$ cat src/rtl/wbmls_pkg.sv
package wbmls_pkg;

  // Fixed field widths.
  localparam int unsigned ADDR_W  = 64;
  localparam int unsigned DATA_W  = 64;
  localparam int unsigned SIZE_W  = 4;
  localparam int unsigned WIN_W   = 13;
  localparam int unsigned BYTE_W  = 8;
  localparam int unsigned LANE_W  = 3;   // byte lane inside a 64-bit word

  // Largest access in bytes.
  localparam logic [SIZE_W-1:0] MAX_SIZE = 4'd8;

  // Register defaults.
  localparam int unsigned       DEF_MEM_BYTES = 4096;
  localparam logic [WIN_W-1:0]  WIN_RESET     = 13'd4096;
  localparam logic [ADDR_W-1:0] BASE_RESET    = '0;

  // Depth of the queue between the classifier and the access engine.
  localparam int unsigned DEF_QUEUE_DEPTH = 2;

  // Configuration register indexes.
  typedef enum logic {
    REG_BASE_ADDRESS = 1'b0,
    REG_WINDOW_BYTES = 1'b1
  } cfg_reg_t;

  // Access kinds.
  typedef enum logic {
    ACT_LOAD  = 1'b0,
    ACT_STORE = 1'b1
  } action_t;

  // One classified access as it travels through the queue. The offset is
  // relative to the base; an accepted access always lies below the window,
  // which is at most 2**WIN_W - 1 bytes, so WIN_W bits carry it.
  typedef struct packed {
    action_t           action;
    logic [WIN_W-1:0]  offset;
    logic [SIZE_W-1:0] size;
    logic [DATA_W-1:0] write_data;
    logic              refused;
    logic              odd;
  } acc_entry_t;

  // Access engine states.
  typedef enum logic [1:0] {
    BK_IDLE   = 2'd0,
    BK_ACCESS = 2'd1,
    BK_DONE   = 2'd2
  } bk_state_t;

endpackage

$ cat src/rtl/wbmls_queue.sv
module wbmls_queue #(
  parameter int unsigned DEPTH = wbmls_pkg::DEF_QUEUE_DEPTH
) (
  input  logic                  clk,
  input  logic                  rst_n,
  input  logic                  push,
  input  wbmls_pkg::acc_entry_t push_entry,
  output logic                  full,
  input  logic                  pop,
  output wbmls_pkg::acc_entry_t pop_entry,
  output logic                  not_empty
);

  localparam int unsigned PTR_W = (DEPTH > 1) ? $clog2(DEPTH) : 1;
  localparam int unsigned CNT_W = $clog2(DEPTH + 1);
  localparam logic [PTR_W-1:0] LAST_PTR = PTR_W'(DEPTH - 1);
  localparam logic [CNT_W-1:0] FULL_CNT = CNT_W'(DEPTH);

  wbmls_pkg::acc_entry_t slots [DEPTH];
  logic [PTR_W-1:0] wr_ptr_r, wr_ptr_nxt;
  logic [PTR_W-1:0] rd_ptr_r, rd_ptr_nxt;
  logic [CNT_W-1:0] count_r, count_nxt;
  logic             do_push;
  logic             do_pop;

  assign full      = (count_r == FULL_CNT);
  assign not_empty = (count_r != '0);
  assign do_push   = push && !full;
  assign do_pop    = pop && not_empty;
  assign pop_entry = slots[rd_ptr_r];

  always_comb begin
    wr_ptr_nxt = wr_ptr_r;
    rd_ptr_nxt = rd_ptr_r;
    count_nxt  = count_r;
    if (do_push) begin
      wr_ptr_nxt = (wr_ptr_r == LAST_PTR) ? '0 : wr_ptr_r + 1'b1;
    end
    if (do_pop) begin
      rd_ptr_nxt = (rd_ptr_r == LAST_PTR) ? '0 : rd_ptr_r + 1'b1;
    end
    if (do_push && !do_pop) begin
      count_nxt = count_r + 1'b1;
    end else if (do_pop && !do_push) begin
      count_nxt = count_r - 1'b1;
    end
  end

  always_ff @(posedge clk) begin
    if (!rst_n) begin
      wr_ptr_r <= '0;
      rd_ptr_r <= '0;
      count_r  <= '0;
    end else begin
      wr_ptr_r <= wr_ptr_nxt;
      rd_ptr_r <= rd_ptr_nxt;
      count_r  <= count_nxt;
    end
  end

  always_ff @(posedge clk) begin
    if (do_push) begin
      slots[wr_ptr_r] <= push_entry;
    end
  end

  // The fill count never runs past the number of slots.
  a_count_bound: assert property (@(posedge clk) disable iff (!rst_n)
    count_r <= FULL_CNT)
    else $error("queue count exceeds depth");

endmodule

$ cat config.mk
export PLATFORM = sky130hd
export DESIGN_NAME = wbmls_queue
export DESIGN_NICKNAME = d
export VERILOG_FILES = /design/src/rtl/wbmls_pkg.sv /design/src/rtl/wbmls_queue.sv
export SDC_FILE = /design/constraint.sdc
export NUM_CORES = 1
export LEC_CHECK = 0
export BUFFER_PORTS_ARGS = -buffer_cell sky130_fd_sc_hd__buf_2
export CAP_MARGIN = 20
export CORE_ASPECT_RATIO = 1.4
export CORE_MARGIN = 5
export CORE_UTILIZATION = 28
export DETAILED_ROUTE_END_ITERATION = 10
export MAX_ROUTING_LAYER = met4
export PLACE_DENSITY = 0.45
export SYNTH_ARGS = -nofsm -noshare
export SYNTH_HDL_FRONTEND = slang
export SYNTH_SLANG_ARGS = --single-unit
export TNS_END_PERCENT = 20
$ cat constraint.sdc
create_clock -name clk -period 6 [get_ports clk]
set_clock_uncertainty 0.1 [all_clocks]
set_input_delay 0 -clock clk [delete_from_list [all_inputs] [get_ports clk]]
set_output_delay 0 -clock clk [all_outputs]
set_load 0.05 [all_outputs]
==> results of run 1 <==
-- what timing repair did --
item / 4_1_cts / 5_1_grt
hold endpoints to repair: 173 / 0
buffers inserted: 0 / 0
hold buffers: 87 / 0
endpoints found under the setup margin: 0 / 0
-- layout make-up --
type,instances,area (µm²),area share (%)
flip-flops and latches,173,5150,57.4
diodes,1,2.50,0.0279
repair buffers,264,1770,19.7
well taps,301,377,4.20
inverters,2,7.51,0.0838
clock buffers,17,425,4.75
clock inverters,15,149,1.66
multi-input cells,102,1090,12.1
-- layout by cell type, fill, tap and decap left out, types with 2 or more instances in the layout --
cell,synthesis,routed
clkinv_2,0,3
mux2_2,24,24
xnor2_1,2,2
and2_1,3,3
dlygate4sd3_1,0,87
clkinv_1,0,2
dfxtp_1,5,4
bufinv_16,0,2
edfxtp_1,168,168
clkinvlp_4,0,3
buf_4,1,4
mux2_1,60,60
clkinv_4,0,4
buf_2,2,173
clkbuf_16,0,17
-- through the flow --
stage	cells	total power [µW]	utilization [%]	hold WS [ps]
after floorplan	286	2670	-	-1.13
after global placement	755	2960	33.6	87.4
after detailed placement	755	2970	33.6	92.3
after CTS	874	4100	40.1	155
after global routing	875	4210	40.1	172
final	875	4020	40.1	192
-- synth_stat cells --
cell type / n
edfxtp_1: 168
or3_1: 1
mux2_2: 24
a21boi_0: 1
ha_1: 1
and3_1: 1
o21ai_1: 1
nor2_1: 1
a21boi_1: 1
buf_2: 2
buf_6: 6
buf_4: 1
inv_2: 1
dfxtp_1: 5
o21ai_0: 1
or2_2: 1
mux2_1: 60
nor3_2: 1
nand2b_1: 1
inv_1: 1
xor2_1: 1
o21a_1: 1
and2_1: 3
xnor2_1: 2
-- layer usage --
metal  vias to the layer above  part of all wire (%)  wire (µm)  track usage (%)
met1                      1742                    37       4950             11.2
met2                       100                    56       7450             20.0
met3                        17                   4.6        607             2.90
met5                         -                     0          0                -
li1                       1682                     -          -                -
met4                         0                   2.3        303             5.34
-- power by group --
group          internal (µW)  switching, µW
logic                    370            998
clock network            610            445
registers               1520           76.2
-- cells by family (layout without fill, tap and decap cells) --
family,after synthesis,after routing
other cells,0,1
compound gates,5,5
fa+ha+maj,1,1
simple gates,9,9
mux,84,84
buf+inv,11,298
xor+xnor,3,3
flops,173,173
-- worst max path at each step --
stage | start | endpoint | slack, ps | depth (start not counted)
CTS | flop | pop_entry[55] | 3330 | 3
floorplan | count_r[0] | slots[0][0] | 1430 | 3
global route | flop | pop_entry[55] | 3250 | 3
finish | flop | pop_entry[69] | 3450 | 3
detailed placement | count_r[0] | slots[0][25] | 3530 | 5
global placement | count_r[0] | slots[0][26] | 3560 | 5
-- worst max-delay path, cell delays in order (launching register included) --
cell and delay, ps:
dfxtp_4 750, buf_4 620, mux2_2 400, buf_2 220
-- flip-flops by register name, indices dropped and copies added (netlist names), named ones only --
signal and count:
count_r 2, rd_ptr_r 1, wr_ptr_r 1, slots 168
==> flow_summary.yaml, run 1 <==
worst_hold_path:
  min_path_type: "primary input to flop"
  hold_path_end: "slots[1][81]"
  hp-start: "push_entry[81]"
  whs_path_depth: 2
die:
  die_h_um: 188
  dieArea_um2: 25700
  top_level_ports: 174
  core-area_um2: 22400
  floorplan.rows: 65
  initial_core_util_pct: 28.2
  die_w_um: 137
clock_network:
  cts.clk_slew.worst_paths_ps: 70
  insertion_delay_ps: 420
  cts_tree: "done"
  cts_buffers: 17
  clock_sinks: 173
  clockRootBuffer: "clkbuf_16"
  postCtsResizedCells: 0
  h-tree-depth: 4
  cts.path.max_buffers: 2
power:
  p_leak_uw: 0.00334
  cellPowerDensity_nw_per_um2: 448
  ir_drop_mv: 0.347
setup_path:
  required_ps: 5900
  r2r_end: "slots[0][81]"
  setup.worst_path.class: "flop to output pin"
  worstReg2RegStart: "count_r[0]"
  path_max_fanout: 43
  start_kind: "flop"
  arrival_ps: 2450
  rr_worst_depth: 5
  end_kind: "output pin"
  rrSetupSlack_ps: 3550
synth:
  netlist_area_um2: 6310
  synth-seq-cells: 173
  synthesis.nets: 375
  syn_inst: 286
  synth.top_cell.area_share_pct: 79.9
  synth_compound_area_share_pct: 0.515
  post_synth_xor_area_fraction_pct: 0.416
  syn_area_per_cell_um2: 22.1
  yosys.area_share.simple_pct: 0.912
  synth_cell_types: 24
  ys_seq_area_share_pct: 81.5
  synthMuxAreaShare_pct: 15.0
  synth.area.top_cells: "edfxtp_1 80%, mux2_1 11%, mux2_2 4.3%"
  yosys.area.top_type: "edfxtp_1"
  yosysWarnings: 0
  synth_adder_area_share_pct: 0.198
  synth_top_family_by_area: "multiplexers"
drt:
  ant_nets: 0
  finalWirelength_um: 13300
  num_vias: 3541
  drc: 0
  first_pass_iters: 4
  first_iter_violations: 100
  viasPerCell: 4.05
  routedWlPerCell_um: 15.2
timing:
  hold_violations: 0
  fin_ws_ps: 3450
  worstMarginPinSlew_ps: 700
  rsz0062_at_grt: "no"
  max_freq_mhz: 393
  slew_violations: 0
  post-route-period-util_pct: 42.4
  finalSetupViolCount: 0
  final.setup.tns_ps: 0
  fin_crit_ps: 2550
  slew_headroom_pct: 53.3
finish:
  fillCellCount: 2086
  drive_above_1_share_pct: 41.2
  final_area_um2: 8960
  area_delta_synth_final_pct: 42.0
  finalNetCount: 649
status:
  outcome: "completed"
grt:
  antenna_found_initial: 1
  overflow: 0
  grt_max_degree: 50
  grtUsageTotal_pct: 11.2
  grt_pass1_vias: 4003
  grt_pass1_wl_um: 20900
run:
  maxCapViolCount: 0
placement:
  place.gp.congestion: 0.663
  place_area_um2: 7510
  io_buffers: 173
  hpwl_um: 8570
  pre_cts_ws_ps: 3530
(Power assumes the default switching activity.)
==> inputs of run 2 (changes only) <==
--- a/config.mk
+++ b/config.mk
@@ -5,6 +5,7 @@
 export SDC_FILE = /design/constraint.sdc
 export NUM_CORES = 1
 export LEC_CHECK = 0
+export ABC_AREA = 1
 export BUFFER_PORTS_ARGS = -buffer_cell sky130_fd_sc_hd__buf_2
 export CAP_MARGIN = 20
 export CORE_ASPECT_RATIO = 1.4
@@ -12,7 +13,7 @@
 export CORE_UTILIZATION = 28
 export DETAILED_ROUTE_END_ITERATION = 10
 export MAX_ROUTING_LAYER = met4
-export PLACE_DENSITY = 0.45
+export PLACE_DENSITY = 0.47
 export SYNTH_ARGS = -nofsm -noshare
 export SYNTH_HDL_FRONTEND = slang
 export SYNTH_SLANG_ARGS = --single-unit
==> constraint.sdc (replaced) <==
create_clock -name clk -period 2.3 [get_ports clk]
set_clock_uncertainty 0.1 [all_clocks]
set_input_delay 0 -clock clk [delete_from_list [all_inputs] [get_ports clk]]
set_output_delay 0 -clock clk [all_outputs]
set_load 0.05 [all_outputs]
==> flow_summary.yaml, run 2 <==
placement:
  io_buffers: 173
  hpwl_um: 9110
  place.gp.congestion: 0.680
synth:
  synthesis.nets: 387
  async_flop_share_pct: 0
  syn_area_per_cell_um2: 22.0
  yosys.area.top_type: "edfxtp_1"
  synth_cell_types: 16
  synth_edf_count: 168
  synthMuxAreaShare_pct: 17.9
  synthFlopType: "edfxtp_1"
  yosys.area_share.simple_pct: 1.09
  synth.area.top_cells: "edfxtp_1 77%, mux2_4 14%, mux2_2 4.1%"
  yosys.cell_count.top_type: "edfxtp_1"
  synth.top_cell.area_share_pct: 77.1
  synth_compound_area_share_pct: 0.420
  syn_inst: 298
  ys_seq_area_share_pct: 78.6
  synth_common_cells: "168 x edfxtp_1, 60 x mux2_4, 24 x mux2_2"
  yosysWarnings: 0
  netlist_area_um2: 6550
  synth_adder_area_share_pct: 0.191
  post_synth_xor_area_fraction_pct: 0
  synth_top_family_by_area: "multiplexers"
  synth-seq-cells: 173
finish:
  multi_input_area_um2: 1310
  largest_reg_flops: 168
  seq_area_um2: 5150
  utilization_pct: 40.4
  drive_above_1_share_pct: 51.1
  area_delta_synth_final_pct: 42.6
  layout_common_cells: "173 x buf_2, 168 x edfxtp_1, 88 x dlygate4sd3_1, 60 x mux2_4, 24 x mux2_2"
  mostFrequentLayoutCell: "buf_2"
  finalNetCount: 665
  largestRegisters: "slots: 168 flops, count_r: 2 flops"
  largest_register: "slots"
  fillCellCount: 2152
timing:
  worstMarginPinSlew_ps: 515
  max_freq_mhz: 496
  slew_headroom_pct: 65.7
  fin_crit_ps: 2010
  post-route-period-util_pct: 87.6
  hold_violations: 0
  finalSetupViolCount: 0
  rsz0062_at_grt: "no"
  slew_violations: 0
  final.setup.tns_ps: 0
  hold-worst-slack_ps: 199
clock_network:
  insertion_delay_ps: 420
  clock_sinks: 173
  clockRootBuffer: "clkbuf_16"
  cts_tree: "done"
  cts.clk_slew.worst_paths_ps: 70
  h-tree-depth: 4
  postCtsResizedCells: 0
  cts.path.max_buffers: 2
  cts_buffers: 17
die:
  die_h_um: 191
  initial_core_util_pct: 28.3
  top_level_ports: 174
  floorplan.rows: 66
  die_w_um: 139
  core-area_um2: 23100
  dieArea_um2: 26600
setup_path:
  rrSetupSlack_ps: 340
  required_ps: 2200
  r2r_end: "count_r[0]"
  rr_worst_depth: 6
  path_max_fanout: 31
  worstReg2RegStart: "count_r[1]"
  arrival_ps: 1910
  start_kind: "flop"
  setup.worst_path.class: "flop to output pin"
  end_kind: "output pin"
grt:
  antenna_found_initial: 2
  grt_pass1_vias: 4273
  grtUsageTotal_pct: 11.2
  grt_max_degree: 50
  grt_pass1_wl_um: 22000
  overflow: 0
power:
  cellPowerDensity_nw_per_um2: 1150
  p_leak_uw: 0.00360
  ir_drop_mv: 0.540
worst_hold_path:
  hp-start: "push_entry[17]"
  min_path_type: "primary input to flop"
  whs_path_depth: 2
  hold_path_end: "slots[0][17]"
drt:
  num_vias: 3652
  first_iter_violations: 71
  routedWlPerCell_um: 15.4
  viasPerCell: 4.07
  finalWirelength_um: 13800
  drc: 0
  first_pass_iters: 4
  ant_nets: 0
run:
  maxCapViolCount: 0
status:
  outcome: "completed"
## run 2: changes by cell type after synthesis, moves of 2 or more
cell,delta
xnor2_1,-2
and2_1,-3
inv_1,+7
nand2_1,+7
mux2_1,-60
mux2_4,+60
nor2_1,+8
## run 2: layer usage
metal,GRT usage [%],part of all wire [%],wire length [µm],up-vias
li1,-,-,-,1722
met1,11.8,40,5470,1803
met2,18.8,52,7250,114
met3,4.40,6.4,886,13
met4,4.56,1.7,231,0
met5,-,0,0,-
## run 2: timing repair
action	4_1_cts	5_1_grt
buffers inserted	0	0
hold buffers	88	0
hold endpoints to repair	173	0
## run 2: worst max-delay path: stages, from the launching register on
cell	delay (ps)
dfxtp_4	600
buf_12	270
mux2_2	360
buf_2	210
## run 2: area by class of cell
| type | count | area share [%] |
|---|---|---|
| flip-flops and latches | 173 | 55.2 |
| repair buffers | 268 | 19.8 |
| multi-input cells | 108 | 14.0 |
| clock buffers | 17 | 4.56 |
| well taps | 306 | 4.10 |
| clock inverters | 15 | 1.97 |
| inverters | 8 | 0.322 |
| diodes | 2 | 0.0536 |
## run 2: how the worst max path moves through the flow
stage,cells past startpoint,startpoint,end,slack (ps)
after floorplan,2,count_r[0],slots[0][0],5
after global placement,3,flop,pop_entry[74],700
after detailed placement,3,count_r[0],slots[1][67],640
after CTS,3,flop,pop_entry[79],200
after global routing,3,flop,pop_entry[70],170
final,3,flop,pop_entry[70],290
## run 2: cells by family after synthesis
group,Yosys count
AO/OA/AOI/OAI,5
adder cells (fa/ha/maj),1
buffers and inverters,17
flip-flops,173
multiplexers,84
AND/OR/NAND/NOR,18
## run 2: report_power, final
group / internal, µW / total (µW) / switching, µW
clock: 1720 / 2930 / 1210
sequential: 3980 / 4150 / 169
combinational: 1190 / 3650 / 2460
total: 6890 / 10700 / 3840
## run 2: through the flow
step	cell area, µm²	std cells	total power, µW	setup WS, ps
after floorplan	6570	298	7010	5.35
after global placement	7840	775	7760	703
after detailed placement	7840	775	7820	640
after CTS	9330	895	10900	203
after global routing	9330	897	11200	167
final	9330	897	10700	286
