## config.mk

```make
export PLATFORM = sky130hd
export DESIGN_NAME = wbmls_front
export DESIGN_NICKNAME = d
export VERILOG_FILES = /design/src/rtl/wbmls_pkg.sv /design/src/rtl/wbmls_front.sv
export SDC_FILE = /design/constraint.sdc
export NUM_CORES = 1
export LEC_CHECK = 0
export ABC_AREA = 1
export BUFFER_PORTS_ARGS = -buffer_cell sky130_fd_sc_hd__clkbuf_2
export CORE_ASPECT_RATIO = 0.9
export CORE_MARGIN = 8
export CORE_UTILIZATION = 54
export DETAILED_ROUTE_END_ITERATION = 10
export GPL_ROUTABILITY_DRIVEN = 0
export PLACE_DENSITY = 0.87
export SLEW_MARGIN = 0
export SYNTH_ARGS = -nofsm -noshare
export SYNTH_HDL_FRONTEND = slang
export SYNTH_SLANG_ARGS = --single-unit
export TNS_END_PERCENT = 30
```

## constraint.sdc

```tcl
create_clock -name clk -period 4.9 [get_ports clk]
set_input_delay 0.245 -clock clk [delete_from_list [all_inputs] [get_ports clk]]
set_output_delay 0.245 -clock clk [all_outputs]
set_load 0.01 [all_outputs]
```

## src/rtl/wbmls_pkg.sv

```systemverilog
package wbmls_pkg;

  // Fixed field widths.
  localparam int unsigned ADDR_W  = 64;
  localparam int unsigned DATA_W  = 64;
  localparam int unsigned SIZE_W  = 4;
  localparam int unsigned WIN_W   = 13;
  localparam int unsigned BYTE_W  = 8;
  localparam int unsigned LANE_W  = 3;   // byte lane inside a 64-bit word

  // Largest access in bytes.
  localparam logic [SIZE_W-1:0] MAX_SIZE = 4'd8;

  // Register defaults.
  localparam int unsigned       DEF_MEM_BYTES = 4096;
  localparam logic [WIN_W-1:0]  WIN_RESET     = 13'd4096;
  localparam logic [ADDR_W-1:0] BASE_RESET    = '0;

  // Depth of the queue between the classifier and the access engine.
  localparam int unsigned DEF_QUEUE_DEPTH = 2;

  // Configuration register indexes.
  typedef enum logic {
    REG_BASE_ADDRESS = 1'b0,
    REG_WINDOW_BYTES = 1'b1
  } cfg_reg_t;

  // Access kinds.
  typedef enum logic {
    ACT_LOAD  = 1'b0,
    ACT_STORE = 1'b1
  } action_t;

  // One classified access as it travels through the queue. The offset is
  // relative to the base; an accepted access always lies below the window,
  // which is at most 2**WIN_W - 1 bytes, so WIN_W bits carry it.
  typedef struct packed {
    action_t           action;
    logic [WIN_W-1:0]  offset;
    logic [SIZE_W-1:0] size;
    logic [DATA_W-1:0] write_data;
    logic              refused;
    logic              odd;
  } acc_entry_t;

  // Access engine states.
  typedef enum logic [1:0] {
    BK_IDLE   = 2'd0,
    BK_ACCESS = 2'd1,
    BK_DONE   = 2'd2
  } bk_state_t;

endpackage

```

## src/rtl/wbmls_front.sv

```systemverilog
module wbmls_front #(
  parameter int unsigned MEM_BYTES = wbmls_pkg::DEF_MEM_BYTES
) (
  input  logic                          clk,
  input  logic                          rst_n,
  // Input word handshake.
  input  logic                          in_tvalid,
  output logic                          in_tready,
  input  wbmls_pkg::action_t            in_action,
  input  logic [wbmls_pkg::ADDR_W-1:0]  in_address,
  input  logic [wbmls_pkg::SIZE_W-1:0]  in_size,
  input  logic [wbmls_pkg::DATA_W-1:0]  in_write_data,
  // Configuration writes.
  input  logic                          cfg_valid,
  output logic                          cfg_ready,
  input  wbmls_pkg::cfg_reg_t           cfg_index,
  input  logic [wbmls_pkg::ADDR_W-1:0]  cfg_data,
  // Toward the queue.
  output logic                          q_push,
  output wbmls_pkg::acc_entry_t         q_entry,
  input  logic                          q_full
);

  localparam int unsigned WIN_W   = wbmls_pkg::WIN_W;
  localparam int unsigned WIN_MAX = (1 << WIN_W) - 1;
  localparam int unsigned MEM_CAP = (MEM_BYTES < WIN_MAX) ? MEM_BYTES : WIN_MAX;
  localparam logic [WIN_W-1:0] MEM_CAP_W = WIN_W'(MEM_CAP);

  logic [wbmls_pkg::ADDR_W-1:0] base_r;
  logic [WIN_W-1:0]             window_r;
  logic [WIN_W-1:0]             live_win;
  logic [wbmls_pkg::ADDR_W:0]   diff;
  logic                         below_base;
  logic                         far_off;
  logic [WIN_W:0]               end_pos;
  logic                         too_big;

  assign cfg_ready = 1'b1;

  always_ff @(posedge clk) begin
    if (!rst_n) begin
      base_r   <= wbmls_pkg::BASE_RESET;
      window_r <= wbmls_pkg::WIN_RESET;
    end else if (cfg_valid && cfg_ready) begin
      case (cfg_index)
        wbmls_pkg::REG_BASE_ADDRESS: base_r   <= cfg_data;
        wbmls_pkg::REG_WINDOW_BYTES: window_r <= cfg_data[WIN_W-1:0];
        default: ;
      endcase
    end
  end

  // The window never reaches past the end of the store.
  assign live_win = (window_r > MEM_CAP_W) ? MEM_CAP_W : window_r;

  // One subtract gives both the borrow (below the base) and the offset.
  assign diff       = {1'b0, in_address} - {1'b0, base_r};
  assign below_base = diff[wbmls_pkg::ADDR_W];
  assign far_off    = |diff[wbmls_pkg::ADDR_W-1:WIN_W];
  assign end_pos    = {1'b0, diff[WIN_W-1:0]} + (WIN_W+1)'(in_size);
  assign too_big    = in_size > wbmls_pkg::MAX_SIZE;

  assign in_tready = !q_full;
  assign q_push    = in_tvalid && !q_full;

  always_comb begin
    q_entry            = '0;
    q_entry.action     = in_action;
    q_entry.offset     = diff[WIN_W-1:0];
    q_entry.size       = in_size;
    q_entry.write_data = in_write_data;
    q_entry.refused    = too_big || below_base || far_off || (end_pos > {1'b0, live_win});
    q_entry.odd        = in_size[0];
  end

endmodule

```

==> results of run 1 <==
## Yosys cell counts
library cell | n | share of area
nand3_1 | 85 | 0.043
nor3_2 | 3 | 0.0030
a21o_1 | 1 | 0.00075
o211a_1 | 1 | 0.0010
nand2_2 | 17 | 0.011
o21a_1 | 6 | 0.0045
nand2_1 | 562 | 0.21
xor2_1 | 4 | 0.0035
a21o_2 | 1 | 0.00088
nor2_1 | 179 | 0.067
xor2_2 | 1 | 0.0016
a21oi_1 | 134 | 0.067
nand3_2 | 10 | 0.010
conb_1 | 1 | 0.00038
nand4_1 | 29 | 0.018
fa_1 | 2 | 0.0040
ha_1 | 81 | 0.10
nor3_1 | 11 | 0.0055
and2_1 | 2 | 0.0013
and3_1 | 1 | 0.00063
dfxtp_1 | 77 | 0.15
o31ai_1 | 1 | 0.00075
o21bai_1 | 8 | 0.0060
o211ai_1 | 2 | 0.0015
inv_2 | 1 | 0.00038
a31oi_1 | 2 | 0.0013
buf_4 | 71 | 0.053
nor2_2 | 10 | 0.0063
o21ai_0 | 101 | 0.051
nand3b_1 | 9 | 0.0068
nor4_1 | 6 | 0.0038
inv_1 | 376 | 0.14
clkbuf_1 | 24 | 0.0090
xnor2_1 | 9 | 0.0079
## metal layers
layer,track usage,up-vias
li1,-,5758
met3,0.0673,105
met5,0,-
met4,0.102,0
met1,0.350,5066
met2,0.406,675
## per-stage QoR
step                      cell area (um2)  cells  hold WS [ns]  power [mW]  setup slack [ns]
final                               10900   2158         0.133        2.78             0.265
after CTS                           10800   2154         0.128        2.71             0.126
after floorplan                      9980   1828         0.375        1.66              1.08
after global placement              10500   2138         0.443        1.93             0.599
after detailed placement            10500   2138         0.452        1.97             0.468
after global routing                10900   2158         0.130        2.96            0.0439
## logic make-up (layout without fill, tap and decap cells)
logic type               after synthesis  count (layout)
XOR/XNOR                              14              14
AND/OR/NAND/NOR                      924             924
AO/OA/AOI/OAI                        257             257
flip-flops                            77              77
buffers and inverters                472             557
other                                  1               1
adder cells (fa/ha/maj)               83              83
## what timing repair did
action	in CTS	in global routing
buffers inserted	0	4
hold buffers	0	0
setup endpoints to repair	0	1
resized for setup	0	17
## layout make-up
cell class	count	share of cell area
multi-input cells	1279	0.594
flip-flops and latches	77	0.142
inverters	377	0.130
repair buffers	164	0.0771
well taps	245	0.0281
clock buffers	10	0.0219
clock inverters	6	0.00701
## power groups by stage
stage | Sequential [mW] | Clock [mW] | Combinational, mW
after CTS | 0.682 | 0.741 | 1.28
after detailed placement | 0.696 | 0 | 1.27
after global placement | 0.694 | 0 | 1.23
final | 0.683 | 0.731 | 1.36
after global routing | 0.686 | 0.769 | 1.51
after floorplan | 0.692 | 0 | 0.963
## registers in the layout (all words and copies together) (netlist names)
signal,count
window_r,13
base_r,64
## worst max path at each step
| stage | from | endpoint | slack, ns | cells after the start |
|---|---|---|---|---|
| CTS | base_r[0] | q_entry[1] | 0.13 | 29 |
| finish | base_r[0] | q_entry[1] | 0.27 | 28 |
| floorplan | base_r[0] | q_entry[1] | 1.08 | 28 |
| detailed placement | in_address[0] | q_entry[1] | 0.47 | 31 |
| global route | base_r[0] | q_entry[1] | 0.04 | 29 |
| global placement | in_address[0] | q_entry[1] | 0.60 | 31 |
## worst reg2reg max path: cells and delay by family, from the launching register on
| family | cells | cell delay [ns] |
|---|---|---|
| buffers and inverters | 1 | 0.10 |
| AO/OA/AOI/OAI | 1 | 0.11 |
| flip-flops | 1 | 0.29 |
==> out/results.txt, run 1 <==
clock-pin slew on the worst setup and hold paths: 0.07 ns
critical path class: flop to primary output
P_sw: 1.22 mW
die area: 0.0231 mm2
combinational share of power: 0.491
Fin. Hold Viols: 0
Pre-antenna DRT Iters: 7
Netlist cell types: 34
Seq pwr share: 0.246
Synth Warn #: 0
post-synthesis compound-gate area fraction: 0.135
Syn Area/Cell: 5.46 um2
Clk pwr share: 0.263
Setup crit end kind: primary output
Max stage delay on crit path: 0.43 ns
share of cells above drive strength 1: 0.123
reg2reg start: window_r[12]
Layout area overhead: 9.18%
sequential fraction of the synthesis area: 0.155
fin. max-slew vios: 0
first-pass GRT wire length: 50800 um
CTS tree: yes
clk buf depth: 2
Sink Count: 77
Tightest Pin Transition: 0.711 ns
Core Area: 0.0182 mm2
antenna violations before repair: 0
number of antenna diodes: 0
main combinational cell family by area after synthesis: simple AND/OR/NAND/NOR gates
CP Data Arrival Time: 4.39 ns
Rel. slew slack: 0.526
adder-cell share of the synthesized area: 0.106
DR WL met3: 3940 um
final wirelength: 32000 um
# rows: 47
Endpoint, Worst Hold: base_r[0]
wire per inst: 14.8 um
reg2reg path depth: 2
RR Endpoint: window_r[12]
met2 wire len: 13300 um
Die Ht: 145 um
HPWL after DPL: 26500 um
htree depth: 3
Multi-input gate area: 0.00647 mm2
initial core utilization: 0.547
final worst path period need: 4.63 ns
fin util: 0.597
pwr dens: 255 mW/mm2
via count: 11600
Clock Skew: 0 ns
Startpoint Class: flop
Worst Hold Path Cells: 3
total grt overflow: 0
r2r setup slk: 4.26 ns
endpoints failing setup: 0
Iter 0 DRT Violations: 1494
vias in the first global route: 10700
DRC: 0
Max-Cap Viols: 0
critical path required time: 4.66 ns
DIE WIDTH: 159 um
internal power: 1.56 mW
Post-Synthesis Cells: 1828
commonest non-fill, non-tap cells in the layout: nand2_1, inv_1, nor2_1
#FFs+latches synth: 77
commonest non-fill, non-tap cell in the layout: nand2_1
top sig layer: met4
mapped cell area: 0.00998 mm2
min-delay src: cfg_data[0]
post-synthesis simple-gate area fraction: 0.388
XOR/XNOR share of the synthesized area: 0.0130
switching share of total power: 0.439
Register Area: 0.00154 mm2
period utilization: 0.946
# fillers: 1774
Setup TNS: 0 ns
Slowest-stage cell, CP: fa_2
clk root buf: clkbuf_16
RSZ-0062 raised after global routing: false
Via density: 5.38
total CTS buffers: 9
fin nets: 2194
Fmax: 216 MHz
Port Buffer Count: 158
Buf/Inv on CP: 3
metal1 wirelength: 13600 um
Post-Syn Nets: 2114
multiplexer area fraction after synthesis: 0
Worst IR Drop VDD: 0.197 mV
GRT Overall Usage: 0.265
io pins: 290
LEAKAGE: 6.15 nW
most frequent cell on the critical path: nand2_1
Detail Route Antenna Nets: 0
CP top delay family: simple AND/OR/NAND/NOR gates
largest net degree at the start of global routing: 84
HP Class: input port to flop
Worst-Skew Late Latency: 0.37 ns
CP Max Fanout: 4
status: complete, no violations
(Power assumes the default switching activity.)
==> run 2: changes to the inputs <==
--- a/config.mk
+++ b/config.mk
@@ -5,14 +5,13 @@
 export SDC_FILE = /design/constraint.sdc
 export NUM_CORES = 1
 export LEC_CHECK = 0
-export ABC_AREA = 1
 export BUFFER_PORTS_ARGS = -buffer_cell sky130_fd_sc_hd__clkbuf_2
 export CORE_ASPECT_RATIO = 0.9
 export CORE_MARGIN = 8
-export CORE_UTILIZATION = 54
+export CORE_UTILIZATION = 53
 export DETAILED_ROUTE_END_ITERATION = 10
 export GPL_ROUTABILITY_DRIVEN = 0
-export PLACE_DENSITY = 0.87
+export PLACE_DENSITY = 0.83
 export SLEW_MARGIN = 0
 export SYNTH_ARGS = -nofsm -noshare
 export SYNTH_HDL_FRONTEND = slang
==> out/results.txt, run 2 <==
failing checks: negative setup slack
main combinational cell family by area after synthesis: compound AO/OA/AOI/OAI gates
switching share of total power: 0.403
GRT Overall Usage: 0.251
max FFs per register: 64
Final WS setup: -0.326 ns
DIE WIDTH: 154 um
Post-Syn Nets: 1595
GR Layer Usage met1: 0.313
post-synthesis compound-gate area fraction: 0.286
die area: 0.0216 mm2
DRC: 0
sequential fraction of the synthesis area: 0.169
Yosys top cell area share: 0.169
critical path required time: 4.66 ns
Worst IR Drop VDD: 0.255 mV
CP Max Fanout: 4
Clk pwr share: 0.273
CTS Hold Bufs: 0
Port Buffer Count: 158
combinational share of power: 0.453
largest register by flop count: base_r
via count: 9728
first-pass GRT wire length: 45200 um
RSZ-0062 raised after global routing: true
Syn Area/Cell: 6.96 um2
Via density: 6.14
post-synthesis simple-gate area fraction: 0.244
antenna violations before repair: 0
Worst-Skew Late Latency: 0.36 ns
Setup crit end kind: primary output
Netlist cell types: 88
clk buf depth: 2
Worst Hold Path Cells: 3
Startpoint Class: flop
Fin. Hold Viols: 0
clock-pin slew on the worst setup and hold paths: 0.07 ns
Pre-antenna DRT Iters: 6
share of cells above drive strength 1: 0.188
reg2reg path depth: 2
met3 global-route usage: 0.0760
# fillers: 1588
XOR/XNOR share of the synthesized area: 0.0356
pwr dens: 246 mW/mm2
top cells by area, synth: dfxtp_1, ha_1, nand2_1
HPWL after DPL: 22200 um
fin util: 0.590
fin nets: 1654
critical path class: flop to primary output
internal power: 1.46 mW
r2r setup slk: 3.94 ns
Endpoint, Worst Hold: base_r[30]
Top FF cell, synth: dfxtp_1
cell with the most instances after synthesis: nand2_1
RR Endpoint: window_r[12]
Iter 0 DRT Violations: 1002
Synth Warn #: 0
Synth top cells by count: nand2_1, a21oi_1, inv_1, ha_1
Clock Skew: 0 ns
reg2reg start: window_r[12]
CTS tree: yes
Max-Cap Viols: 0
total grt overflow: 0
adder-cell share of the synthesized area: 0.116
commonest non-fill, non-tap cells in the layout: nand2_1, clkbuf_2, a21oi_1
commonest non-fill, non-tap cell in the layout: nand2_1
Tightest Pin Transition: 1.29 ns
grt peak-use layer: met2
EDFF count, synth: 0
status: finished, violations left
vias in the first global route: 9287
met2 usage in global routing: 0.402
FFs w/ async S/R, synth: 0
P_sw: 987 uW
Setup TNS: -0.326 ns
multiplexer area fraction after synthesis: 0.0173
wire per inst: 17.8 um
clk root buf: clkbuf_16
Post-Synthesis Cells: 1309
Regs by FF count: base_r x64, window_r x13
Sink Count: 77
min-delay src: cfg_data[30]
CP Data Arrival Time: 4.98 ns
Fmax: 191 MHz
#FFs+latches synth: 77
largest net degree at the start of global routing: 78
Die Ht: 140 um
final worst path period need: 5.23 ns
Layout area overhead: 9.10%
Seq pwr share: 0.273
LEAKAGE: 4.02 nW
htree depth: 3
Detail Route Antenna Nets: 0
leading area contributor after synthesis: dfxtp_1
HP Class: input port to flop
Core Area: 0.0168 mm2
io pins: 290
mapped cell area: 0.00911 mm2
Rel. slew slack: 0.139
# rows: 45
endpoints failing setup: 1
initial core utilization: 0.541
fin. max-slew vios: 0
final wirelength: 28200 um
number of antenna diodes: 0
total CTS buffers: 9
period utilization: 1.07
[run 2: changes by cell type in the layout (fill, tap and decap cells not counted), moves of 18 or more]
cell | previous run | this run
nand2_1 | 561 | 262
inv_1 | 375 | 93
nor2_1 | 176 | 55
a21boi_0 | 0 | 76
nand3_1 | 85 | 28
o21ai_0 | 101 | 56
a21oi_1 | 134 | 95
buf_4 | 5 | 26
xnor2_1 | 8 | 29
a21o_1 | 1 | 21
nand2_2 | 18 | 0
[run 2: layout make-up]
type,instances,area (um2),area share
Clock buffer,9,225,0.0227
Clock inverter,7,62.6,0.00629
Inverter,95,357,0.0359
Multi-Input combinational cell,1001,6500,0.654
Sequential cell,77,1540,0.155
Tap cell,211,264,0.0266
Timing Repair Buffer,184,986,0.0992
[run 2: cells by family after synthesis]
group	after synthesis
compound gates	388
xor+xnor	37
fa+ha+maj	83
buf+inv	231
flops	77
mux	15
other cells	1
simple gates	477
[run 2: layer usage]
layer,wire (um),vias to the layer above,part of all wire
met2,12500,567,0.44
met1,11800,4395,0.42
met3,3030,105,0.11
met4,950,0,0.034
li1,-,4661,-
met5,0,-,0
[run 2: timing repair]
action                     CTS  global route
pin swaps                   16             6
setup endpoints to repair    1             1
gates resized for setup     18            14
buffers inserted             2             4
[run 2: per-stage QoR]
step | hold slack, ns | area [um2] | instances | power (mW) | setup WS, ns
detailed placement | 0.462 | 9480 | 1562 | 1.70 | -0.162
finish | 0.120 | 9940 | 1584 | 2.45 | -0.326
CTS | 0.119 | 9850 | 1580 | 2.39 | -0.140
global placement | 0.454 | 9480 | 1562 | 1.67 | -0.0100
floorplan | 0.383 | 9110 | 1309 | 1.45 | 0.234
global route | 0.126 | 9940 | 1584 | 2.58 | -0.453
[run 2: worst max-delay path by stage]
stage,from,endpoint,slack [ns],depth (start not counted)
global placement,in_address[0],q_entry[1],-0.01,24
floorplan,base_r[0],q_entry[1],0.23,19
global route,base_r[0],q_entry[1],-0.45,22
finish,base_r[0],q_entry[1],-0.33,22
detailed placement,in_address[0],q_entry[1],-0.16,23
CTS,base_r[0],q_entry[1],-0.14,22
[run 2: power groups by stage]
| stage | combinational [mW] | clock, mW | sequential, mW |
|---|---|---|---|
| 2_1_floorplan | 0.766 | 0 | 0.680 |
| 3_3_place_gp | 0.988 | 0 | 0.682 |
| 3_5_place_dp | 1.01 | 0 | 0.684 |
| 4_1_cts | 1.04 | 0.682 | 0.670 |
| 5_1_grt | 1.20 | 0.707 | 0.673 |
| 6_report | 1.11 | 0.670 | 0.670 |
[run 2: worst max-delay path: stages, from the launching register on]
cell and delay (ns):
dfxtp_2 0.34, ha_4 0.16, fa_2 0.55, inv_2 0.06
ha_4 0.21, a21o_1 0.16, a21oi_2 0.16, nor2b_2 0.06
o21a_2 0.23, buf_4 0.15, xor2_1 0.18, ha_1 0.30
nand4_1 0.14, a21oi_1 0.06, a211oi_2 0.19, o21ai_1 0.11
a221oi_2 0.22, o2111a_1 0.21, o211ai_1 0.09, or4b_4 0.49
nor4_2 0.15, nand4_1 0.21, buf_2 0.21
